$ cat config.mk
export PLATFORM = sky130hd
export DESIGN_NAME = three_wire_serial_shift_engine
export DESIGN_NICKNAME = d
export VERILOG_FILES = /design/src/hdl/tws_pkg.sv /design/src/hdl/three_wire_serial_shift_engine.sv /design/src/hdl/tws_core.sv
export VERILOG_INCLUDE_DIRS = /design/src /design/src/hdl
export SDC_FILE = /design/constraint.sdc
export NUM_CORES = 1
export LEC_CHECK = 0
export ABC_AREA = 1
export BUFFER_PORTS_ARGS = -buffer_cell sky130_fd_sc_hd__buf_4
export CORE_AREA = 2 2 91 93
export DETAILED_ROUTE_END_ITERATION = 7
export DIE_AREA = 0 0 93 95
export GPL_TIMING_DRIVEN = 0
export PLACE_DENSITY = 0.67
export SLEW_MARGIN = 25
export SYNTH_ARGS = -nofsm -noshare
export SYNTH_HDL_FRONTEND = slang
export SYNTH_SLANG_ARGS = --single-unit
$ cat constraint.sdc
create_clock -name i_clk -period 2 [get_ports i_clk]
set_input_delay 0.1 -clock i_clk [delete_from_list [all_inputs] [get_ports i_clk]]
set_output_delay 0.1 -clock i_clk [all_outputs]
set_load 0.02 [all_outputs]
$ cat src/hdl/three_wire_serial_shift_engine_assert.svh
// ----------------------------------------------------------------------------
// three wire serial shift engine assertion macros
// shorthand for clocked implication checks, disabled while in reset
// ----------------------------------------------------------------------------
`ifndef THREE_WIRE_SERIAL_SHIFT_ENGINE_ASSERT_SVH
`define THREE_WIRE_SERIAL_SHIFT_ENGINE_ASSERT_SVH

// same-cycle implication
`define TWS_ASSERT_SAME(label, ante, cons) \
    label: assert property (@(posedge i_clk) disable iff (!i_rst_n) (ante) |-> (cons)) \
        else $error("tws same-cycle check failed");

// next-cycle implication
`define TWS_ASSERT_NEXT(label, ante, cons) \
    label: assert property (@(posedge i_clk) disable iff (!i_rst_n) (ante) |=> (cons)) \
        else $error("tws next-cycle check failed");

`endif

$ cat src/hdl/tws_pkg.sv
// ----------------------------------------------------------------------------
// tws_pkg
// shared widths, phase codes and the per-tick result word type
// ----------------------------------------------------------------------------
package tws_pkg;

    localparam int WORD_W   = 15;
    localparam int COUNT_W  = 4;
    localparam int MAX_BITS = 15;

    typedef enum logic [2:0] {
        PH_IDLE   = 3'd0,
        PH_TXHI   = 3'd1,
        PH_TXLO   = 3'd2,
        PH_TURN   = 3'd3,
        PH_RXLO   = 3'd4,
        PH_RXHI   = 3'd5,
        PH_FINISH = 3'd6
    } t_phase;

    typedef struct packed {
        logic              clk_level;
        logic              data_out;
        logic              drive_enable;
        logic              busy_res;
        logic              done_res;
        logic [WORD_W-1:0] rx_word;
    } t_result;

    // saturate a requested bit count
    function automatic logic [COUNT_W-1:0] clamp_count(input logic [COUNT_W-1:0] c);
        logic [COUNT_W-1:0] lim;
        lim = COUNT_W'(MAX_BITS);
        return (c > lim) ? lim : c;
    endfunction

endpackage

$ cat src/hdl/three_wire_serial_shift_engine.sv
// ----------------------------------------------------------------------------
// three_wire_serial_shift_engine
// half-duplex three-wire serial transfer engine, one word per half-bit tick
// ----------------------------------------------------------------------------
// usage:
//   every input word is one half-bit tick; it carries the start request,
//   the transmit word, the send and receive bit counts and the sampled
//   data line. every input word yields exactly one output word with the
//   clock and data line levels, the drive enable, busy, done and the
//   received word (nonzero only with done).
//   input channel: i_in_valid / o_in_stall. output channel: o_out_valid /
//   i_out_stall. a word moves when valid is high and stall is low.
//   output valid follows in the cycle after input acceptance; one word is
//   taken per cycle while the output is not stalled, the sequencer state and
//   the output register advancing together in the same edge.
//   a transfer of n sent and m received bits spans 2n + 2m + 3 ticks.
//   when the receiver stalls, the output register holds its word and the
//   input side stalls the same cycle; no tick is lost or repeated.
//   reset (synchronous, active low) returns the sequencer to idle with the
//   clock low and the data line driven, and empties the output register.
// ----------------------------------------------------------------------------
`include "three_wire_serial_shift_engine_assert.svh"

module three_wire_serial_shift_engine (
    input  logic                        i_clk,
    input  logic                        i_rst_n,
    input  logic                        i_in_valid,
    output logic                        o_in_stall,
    input  logic                        i_start_req,
    input  logic [tws_pkg::WORD_W-1:0]  i_tx_word,
    input  logic [tws_pkg::COUNT_W-1:0] i_out_count,
    input  logic [tws_pkg::COUNT_W-1:0] i_in_count,
    input  logic                        i_data_line,
    output logic                        o_out_valid,
    input  logic                        i_out_stall,
    output logic                        o_clk_level,
    output logic                        o_data_out,
    output logic                        o_drive_enable,
    output logic                        o_busy_res,
    output logic                        o_done_res,
    output logic [tws_pkg::WORD_W-1:0]  o_rx_word
);

    logic             in_accept;
    logic             r_out_valid;
    tws_pkg::t_result r_out;
    tws_pkg::t_result core_result;
    tws_pkg::t_phase  core_phase;

    // input is held off only while a finished word waits on a stalled receiver
    assign o_in_stall = r_out_valid & i_out_stall;
    assign in_accept  = i_in_valid & ~o_in_stall;

    tws_core u_core (
        .i_clk       (i_clk),
        .i_rst_n     (i_rst_n),
        .i_accept    (in_accept),
        .i_start_req (i_start_req),
        .i_tx_word   (i_tx_word),
        .i_out_count (i_out_count),
        .i_in_count  (i_in_count),
        .i_data_line (i_data_line),
        .o_result    (core_result),
        .o_phase     (core_phase)
    );

    // output valid flag
    always_ff @(posedge i_clk) begin
        if (!i_rst_n) begin
            r_out_valid <= 1'b0;
        end else if (!o_in_stall) begin
            r_out_valid <= i_in_valid;
        end
    end

    // output payload register
    always_ff @(posedge i_clk) begin
        if (in_accept) begin
            r_out <= core_result;
        end
    end

    assign o_out_valid    = r_out_valid;
    assign o_clk_level    = r_out.clk_level;
    assign o_data_out     = r_out.data_out;
    assign o_drive_enable = r_out.drive_enable;
    assign o_busy_res     = r_out.busy_res;
    assign o_done_res     = r_out.done_res;
    assign o_rx_word      = r_out.rx_word;

    // received word only shows with done
    `TWS_ASSERT_SAME(a_rx_only_with_done, o_out_valid && !o_done_res, o_rx_word == '0)
    // data line is always released by the completion tick
    `TWS_ASSERT_SAME(a_done_released, o_out_valid && o_done_res, !o_drive_enable && !o_busy_res)
    // a completion tick returns the sequencer to idle
    `TWS_ASSERT_NEXT(a_finish_to_idle, in_accept && core_phase == tws_pkg::PH_FINISH,
        core_phase == tws_pkg::PH_IDLE && o_done_res)

endmodule

$ cat src/hdl/tws_core.sv
// ----------------------------------------------------------------------------
// tws_core
// serial sequencer: phase state, shift registers and bit counters, advanced
// by one half-bit tick on every accepted word
// ----------------------------------------------------------------------------
module tws_core (
    input  logic                        i_clk,
    input  logic                        i_rst_n,
    input  logic                        i_accept,
    input  logic                        i_start_req,
    input  logic [tws_pkg::WORD_W-1:0]  i_tx_word,
    input  logic [tws_pkg::COUNT_W-1:0] i_out_count,
    input  logic [tws_pkg::COUNT_W-1:0] i_in_count,
    input  logic                        i_data_line,
    output tws_pkg::t_result            o_result,
    output tws_pkg::t_phase             o_phase
);

    tws_pkg::t_phase             r_phase, n_phase;
    logic [tws_pkg::WORD_W-1:0]  r_tx_shift, n_tx_shift;
    logic [tws_pkg::WORD_W-1:0]  r_rx_shift, n_rx_shift;
    logic [tws_pkg::COUNT_W-1:0] r_send_left, n_send_left;
    logic [tws_pkg::COUNT_W-1:0] r_receive_left, n_receive_left;
    logic                        r_clock, n_clock;
    logic                        r_drive, n_drive;
    logic                        dout;
    logic                        busy;
    logic                        done;
    logic [tws_pkg::WORD_W-1:0]  rxo;
    logic [tws_pkg::WORD_W-1:0]  rx_sampled;

    // state registers, advanced only on an accepted tick
    always_ff @(posedge i_clk) begin
        if (!i_rst_n) begin
            r_phase        <= tws_pkg::PH_IDLE;
            r_tx_shift     <= '0;
            r_rx_shift     <= '0;
            r_send_left    <= '0;
            r_receive_left <= '0;
            r_clock        <= 1'b0;
            r_drive        <= 1'b1;
        end else if (i_accept) begin
            r_phase        <= n_phase;
            r_tx_shift     <= n_tx_shift;
            r_rx_shift     <= n_rx_shift;
            r_send_left    <= n_send_left;
            r_receive_left <= n_receive_left;
            r_clock        <= n_clock;
            r_drive        <= n_drive;
        end
    end

    // sampled line replaces the lsb of the receive word
    assign rx_sampled = {r_rx_shift[tws_pkg::WORD_W-1:1], i_data_line};

    // next phase and per-tick outputs
    always_comb begin
        n_phase        = r_phase;
        n_tx_shift     = r_tx_shift;
        n_rx_shift     = r_rx_shift;
        n_send_left    = r_send_left;
        n_receive_left = r_receive_left;
        n_clock        = r_clock;
        n_drive        = r_drive;
        dout           = 1'b0;
        busy           = 1'b1;
        done           = 1'b0;
        rxo            = '0;
        case (r_phase)
            tws_pkg::PH_IDLE: begin
                if (i_start_req) begin
                    n_tx_shift     = i_tx_word;
                    n_rx_shift     = '0;
                    n_send_left    = tws_pkg::clamp_count(i_out_count);
                    n_receive_left = tws_pkg::clamp_count(i_in_count);
                    n_drive        = 1'b1;
                    n_clock        = 1'b0;
                    n_phase        = (n_send_left != '0) ? tws_pkg::PH_TXHI
                                                         : tws_pkg::PH_TURN;
                end else begin
                    busy = 1'b0;
                end
            end
            tws_pkg::PH_TXHI: begin
                n_clock = 1'b1;
                dout    = r_tx_shift[0];
                n_phase = tws_pkg::PH_TXLO;
            end
            tws_pkg::PH_TXLO: begin
                n_clock     = 1'b0;
                dout        = r_tx_shift[0];
                n_tx_shift  = r_tx_shift >> 1;
                n_send_left = (r_send_left != '0) ? r_send_left - 1'b1 : r_send_left;
                n_phase     = (n_send_left != '0) ? tws_pkg::PH_TXHI : tws_pkg::PH_TURN;
            end
            tws_pkg::PH_TURN: begin
                n_drive = 1'b0;
                n_clock = 1'b1;
                n_phase = (r_receive_left != '0) ? tws_pkg::PH_RXLO : tws_pkg::PH_FINISH;
            end
            tws_pkg::PH_RXLO: begin
                n_clock        = 1'b0;
                n_receive_left = (r_receive_left != '0) ? r_receive_left - 1'b1
                                                        : r_receive_left;
                n_rx_shift     = (n_receive_left != '0) ? (rx_sampled << 1) : rx_sampled;
                n_phase        = tws_pkg::PH_RXHI;
            end
            tws_pkg::PH_RXHI: begin
                n_clock = 1'b1;
                n_phase = (r_receive_left != '0) ? tws_pkg::PH_RXLO : tws_pkg::PH_FINISH;
            end
            tws_pkg::PH_FINISH: begin
                n_clock = 1'b0;
                busy    = 1'b0;
                done    = 1'b1;
                rxo     = r_rx_shift;
                n_phase = tws_pkg::PH_IDLE;
            end
            default: begin
                n_clock = 1'b0;
                busy    = 1'b0;
                n_phase = tws_pkg::PH_IDLE;
            end
        endcase
    end

    // result word for this tick
    always_comb begin
        o_result.clk_level    = n_clock;
        o_result.data_out     = dout;
        o_result.drive_enable = n_drive;
        o_result.busy_res     = busy;
        o_result.done_res     = done;
        o_result.rx_word      = rxo;
    end

    assign o_phase = r_phase;

endmodule

Word level (Yosys, flattened, before mapping)
Cells that the tools add are included.
{ "op_classes": {"addsub": 2, "n_lt_le_gt_ge": 2, "eq_ne": 8, "mux": 25, "bitwise_logic": 3, "n_reduce_logical": 16} }
{ "ops": {"columns": ["op", "n"], "rows": [
  ["$pmux 15 s2", 2],
  ["$mux 15", 3],
  ["$mux 4", 6],
  ["$reduce_bool 4->1", 5],
  ["$pmux 4 s2", 2],
  ["$pmux 3 s5", 1],
  ["$eq 3x3->1 const B", 3],
  ["$gt 4x4->1 const B", 2],
  ["$sub 4x1->4 const B", 2],
  ["$eq 3x2->1 const B", 2],
  ["$mux 2", 3],
  ["$pmux 1 s2", 3],
  ["$reduce_and 3->1", 2],
  ["$reduce_or 5->1", 1],
  ["$mux 1", 4],
  ["$reduce_and 4->1", 1],
  ["$reduce_bool 2->1", 2],
  ["$reduce_or 2->1", 2],
  ["$eq 3x1->1 const B", 1],
  ["$logic_not 3->1", 1],
  ["$mux 3", 1],
  ["$reduce_or 3->1", 1],
  ["$and 1x1->1", 2],
  ["$ne 2x1->1 const B", 1],
  ["other kinds (3)", 3]
]} }
{ "word_totals": {"ff_bits": 64, "input_bits": 29, "output_inout_bits": 22, "word_cells": 71} }

Logic depth before layout (Yosys ltp)
{ "depth": {"depth_word": 6, "depth_mapped": 14} }

Cells and area by module
A second synthesis with hierarchy kept.
{ "hier_totals": {"cells_unflattened": 411, "area_unflattened_um2": 3216.8} }
{ "by_module_without_submodules": {"columns": ["mod", "instances", "cells_per_inst", "area_per_inst_um2", "seq_area_each_um2"], "rows": [
  ["tws_core", 1, 384, 2563.7, 860.8],
  ["three_wire_serial_shift_engine", 1, 27, 653.1, 620.6]
]} }

Least setup slack after synthesis
OpenSTA, ideal clock, no wires.
{ "synth_timing": {"path_kind": "register to register", "startpoint": "reg r_out_valid (netlist: o_out_valid)", "endpoint": "reg u_core.r_rx_shift[12] (netlist name)", "setup_ps": 113, "arrival_time_ps": 1946, "setup_slack_ps": -59, "stages_incl_launch_ff": 10, "n_path_buf": 1, "cell_sequence": "dfxtp_1 > nand2_1 > inv_1 > nor2_2 > o21ai_2 > nor2_2 > buf_6 > nand2_1 > nor2_1 > nor2_1"} }
{ "synth_via": {"elab_chain_len": 4} }
{ "synth_lines": {"columns": ["element", "line", "source"], "rows": [
  ["from (decl)", "three_wire_serial_shift_engine.sv:45", "logic r_out_valid;"],
  ["from (signal assigned)", "three_wire_serial_shift_engine.sv:72", "r_out_valid <= i_in_valid;"],
  ["$and 1x1->1", "three_wire_serial_shift_engine.sv:51", "assign o_in_stall = r_out_valid & i_out_stall;"],
  ["net o_in_stall", "three_wire_serial_shift_engine.sv:28", "output logic o_in_stall,"],
  ["$not 1->1", "three_wire_serial_shift_engine.sv:52", "assign in_accept = i_in_valid & ~o_in_stall;"],
  ["$and 1x1->1", "three_wire_serial_shift_engine.sv:52", null],
  ["net in_accept", "three_wire_serial_shift_engine.sv:44", "logic in_accept;"],
  ["$reduce_and 4->1 (no line)", null, null],
  ["to (signal assigned)", "tws_core.sv:45", "r_rx_shift <= n_rx_shift;"],
  ["to (decl)", "tws_core.sv:21", "logic [tws_pkg::WORD_W-1:0] r_rx_shift, n_rx_shift;"]
]} }
The timed path passes the listed nets, and every way through them passes these cells.
A chain may end at the register's enable or synchronous reset.

Worst setup path after layout
{ "layout_timing": {"startpoint": "reg u_core.r_receive_left[0] (netlist name)", "endpoint": "reg u_core.r_rx_shift[14] (netlist name)"} }
{ "layout_via": {"elab_chain_len": 5, "elab_cells_between_ends": 6} }
{ "layout_lines": {"columns": ["element", "line", "source"], "rows": [
  ["from (decl)", "tws_core.sv:23", "logic [tws_pkg::COUNT_W-1:0] r_receive_left, n_receive_left;"],
  ["from (signal assigned)", "tws_core.sv:47", "r_receive_left <= n_receive_left;"],
  ["$sub 4x1->4 / $reduce_bool 4->1 (equally long branches)", "tws_core.sv:103", "n_receive_left = (r_receive_left != '0) ? r_receive_left - 1'b1"],
  ["$mux 4 *", "tws_core.sv:103", null],
  ["$reduce_bool 4->1 *", "tws_core.sv:105", "n_rx_shift = (n_receive_left != '0) ? (rx_sampled << 1) : rx_sampled;"],
  ["$ne 2x1->1 (no line) *", null, null],
  ["$reduce_and 4->1 (no line) *", null, null]
]} }
Mark *: on every way between the ends. The rest lies on a longest branch, timed or not.

==> metrics.md <==
| Metric | Value |
|---|---|
| CP most frequent cell | `sky130_fd_sc_hd__nand2_1` |
| Run status | `finished, final reports clean` |
| Initial core utilization | `~39%` |
| Nature of the critical path endpoint | `flip-flop` |
| Die boundary width | `93 microns` |
| Met3 wirelength from detailed routing | `~350 microns` |
| Total power divided by cell area | `812 nW/um^2` |
| Number of cells on the worst reg-to-reg path | `12` |
| Worst-margin pin slew | `0.674 ns` |
| RD Place Congestion | `~0.84` |
| Filler Cells Inserted | `801` |
| Sequential share of the synthesized area | `48.5%` |
| Chain of cells forming the critical path | `inv_1 > ha_4 > nand2_1 > nand2_1 > nand2_1 > nor2_1 > nand2_1 > buf_2 > nand2_1 > nand3_1 > nand2_1 > nor2_1` |
| Fin Clk Skew | `0.0101 ns` |
| First-pass GRT wire length | `11500 microns` |
| Count of endpoints failing setup in the final report | `0` |
| Count of mapped cells out of synthesis | `415` |
| Total global-route track usage | `16.5%` |
| Number of antenna violations at the first check in global routing | `0` |
| DRT Pass-1 Iters | `4` |
| Share of the cycle needed by the critical path after routing | `about nine tenths` |
| Required time reported for the critical path endpoint | `2.24 ns` |
| Flip-flop cell with the highest count after synthesis | `sky130_fd_sc_hd__dfxtp_1` |
| Global route overflow | `0` |
| Layout cell share with drive strength beyond 1 | `between 10% and 20%` |
| MaxCap Viol Count | `0` |
| CTS buffer count | `9` |
| CTS tree | `yes` |
| # port buffers | `49` |
| Area of the mapped netlist | `3050 sq um` |
| Number of I/O pins | `51` |
| Time the final worst path needs with I/O delays and setup | `1.84 ns` |
| P_int | `2.14 mW` |
| Clock network latency to the later pin of the worst-skew pair | `0.34 ns` |
| Die outline height | `95 microns` |
| Count of instances resized after the clock tree is built | `0` |
| Switching share of power | `between 20% and 30%` |
| Yosys cell types | `32` |
| Top routing layer in use | `met4` |
| Startpoint types | `flip-flop` |
| Antenna Cells | `0` |
| H-Tree Level Count | `3` |
| Cell leakage power | `1.61 nW` |
| Overall die area | `8840 sq um` |
| Via count of the first global-routing pass | `2598` |
| Row count | `33` |
| Post-CTS Setup Bufs | `0` |
| Top-count cell post-synth | `sky130_fd_sc_hd__nand2_1` |
| Root cell of the clock tree | `sky130_fd_sc_hd__clkbuf_8` |
| Vias per inst | `just under 5` |
| Category of the most critical setup path | `flip-flop to flip-flop` |
| Hold-fix buffers, CTS | `0` |
| Number of enable-type register cells in the synthesized netlist | `20` |
| Number of DRC violations after detailed routing | `0` |
| Worst-path clk slew | `0.07 ns` |
| Peak VDD IR | `382 uV` |
| Total half-perimeter wirelength after legalization and detailed placement | `4780 microns` |
| Critical path's largest stage delay | `around 0.32 ns` |
| Length of routed wiring on met1 | `approximately 3200 microns` |
| Placeable core area | `7930 sq um` |
| Flops & latches, synth | `64` |
| Summed area of non-filler cells in the final layout | `3750 sq um` |
| Part of the power in the clock network | `31.7%` |
| Syn nets | `446` |
| Total Routed Length | `around 7000 microns` |
| Relative slew margins | `55.0%` |
| Leading post-synthesis cells by instance count | `sky130_fd_sc_hd__nand2_1, sky130_fd_sc_hd__nor2_1, sky130_fd_sc_hd__inv_1` |
| Hold Slack | `roughly 0.027 ns` |
| Arrival @ worst endpoint | `2.08 ns` |
| Largest net degree at the start of global routing | `25` |
| Critical path fanouts, max | `10` |
| Layout net count | `between 500 and 600` |
| Fraction of synthesized cell area taken by the top area cell type | `approximately 29%` |
| 1st-iter DRT viols | `114` |
| Final-report hold violation count | `0` |
| Total of warnings raised by yosys | `0` |
| Sink count of the clock tree | `between 60 and 70` |
| Cell area after placement | `3560 sq um` |
| Bufs on Longest Clock Path | `2` |
| Proportion of register bits with asynchronous set or reset after synthesis | `0%` |
| Worst hold path type | `input pin to flip-flop` |
| Slew Viols, Final | `0` |
| Area Growth Syn to Fin | `22.7%` |
| Residual antenna-violating net count after detailed routing | `0` |
| Mean cell area of the mapped netlist | `7.36 sq um` |
| Peak clock frequency supported by timing | `543 MHz` |
| Leading cell types by total area after synthesis | `sky130_fd_sc_hd__dfxtp_1, sky130_fd_sc_hd__edfxtp_1, sky130_fd_sc_hd__nand2_1` |
| WL met2 | `3440 microns` |
| Combinational cell fraction of total power | `19.6%` |
| Part of the power in registers | `48.7%` |
| Slowest CP cell | `sky130_fd_sc_hd__dfxtp_1` |
| Number of vias after detailed routing | `2836` |
| Post-synthesis cell type with the largest combined area | `sky130_fd_sc_hd__dfxtp_1` |
| Switching power of the nets | `0.907 mW` |
| Wire per inst | `12.0 microns` |
| Depth of the worst hold-timing path | `3` |
-- power groups by stage --
stage	clock [mW]	sequential, mW	combinational, mW
floorplan	0	1.53	0.383
global placement	0	1.51	0.566
detailed placement	0	1.51	0.576
CTS	0.987	1.48	0.579
global route	1.05	1.49	0.677
finish	0.965	1.48	0.597
-- stage by stage --
| stage | TNS, ns | total power [mW] | utilization (%) | setup WS, ns | std cells |
|---|---|---|---|---|---|
| after detailed placement | 0 | 2.09 | 44.9 | 0.0474 | 569 |
| final | 0 | 3.04 | 47.3 | 0.160 | 586 |
| after floorplan | 0 | 1.91 | - | 0.217 | 415 |
| after global routing | -0.00979 | 3.22 | 47.3 | -0.00979 | 586 |
| after global placement | 0 | 2.07 | 44.9 | 0.0917 | 569 |
| after CTS | 0 | 3.05 | 47.0 | 0.0433 | 585 |
-- flip-flops by register name (all words and copies together), names as in the netlist --
register               flops
o_busy_res                 1
o_clk_level                1
o_data_out                 1
o_done_res                 1
o_drive_enable             1
o_out_valid                1
o_rx_word                 15
u_core.o_phase             3
u_core.r_clock             1
u_core.r_drive             1
u_core.r_receive_left      4
u_core.r_rx_shift         15
u_core.r_send_left         4
u_core.r_tx_shift         15
-- worst max-delay path, delay by kind of cell, from the launching register on --
family | cells | cell delay, ns
AND/OR/NAND/NOR | 9 | 0.88
buffers and inverters | 2 | 0.37
flip-flops | 1 | 0.32
adder cells (fa/ha/maj) | 1 | 0.19
-- per-layer routing --
metal / vias up / global-route usage [%]
met5: - / 0
li1: 1457 / -
met4: 0 / 5.76
met1: 1286 / 19.4
met2: 82 / 29.2
met3: 11 / 4.47
-- cells in the final DEF, fill, tap and decap left out, types with 2 or more instances in the layout --
cell / count
sky130_fd_sc_hd__a31oi_1: 2
sky130_fd_sc_hd__clkbuf_8: 10
sky130_fd_sc_hd__a211oi_1: 2
sky130_fd_sc_hd__nand4_1: 2
sky130_fd_sc_hd__buf_4: 50
sky130_fd_sc_hd__nand3_1: 19
sky130_fd_sc_hd__inv_2: 3
sky130_fd_sc_hd__buf_2: 9
sky130_fd_sc_hd__nor2_2: 6
sky130_fd_sc_hd__o21ai_0: 22
sky130_fd_sc_hd__clkbuf_1: 7
sky130_fd_sc_hd__clkbuf_2: 2
sky130_fd_sc_hd__clkinv_2: 3
sky130_fd_sc_hd__edfxtp_1: 20
sky130_fd_sc_hd__o21ai_1: 18
sky130_fd_sc_hd__dfxtp_1: 44
sky130_fd_sc_hd__nand2_1: 88
sky130_fd_sc_hd__inv_1: 55
sky130_fd_sc_hd__a21oi_1: 45
sky130_fd_sc_hd__nor2_1: 57
-- final cells by class --
class	instances	area (sq um)	area share [%]
timing repair buffer	49	368	9.81
sequential	64	1480	39.5
buffer	19	96.3	2.57
inverter	58	218	5.81
clock inverter	4	22.5	0.601
clock buffer	12	145	3.87
tap	105	131	3.50
multi-input combinational	275	1290	34.3
-- cells by family (layout without fill, tap and decap cells) --
kind of cell / after synthesis / after routing / synth area share, %
adder cells (fa/ha/maj): 2 / 2 / 0.819
flip-flops: 64 / 64 / 48.5
buffers and inverters: 77 / 142 / 10.2
AND/OR/NAND/NOR: 176 / 177 / 23.8
XOR/XNOR: 1 / 1 / 0.287
AO/OA/AOI/OAI: 95 / 95 / 16.4
-- worst paths after layout --
check                           startpoint                  endpoint  slack (ns)
setup / recovery  u_core.r_receive_left[0]     u_core.r_rx_shift[14]        0.16
hold / removal               i_in_count[3]  u_core.r_receive_left[3]        0.03
setup reg to reg  u_core.r_receive_left[0]     u_core.r_rx_shift[14]        0.16
hold reg to reg       u_core.r_tx_shift[2]      u_core.r_tx_shift[2]        0.46
Power figures use the tool's default switching activity.
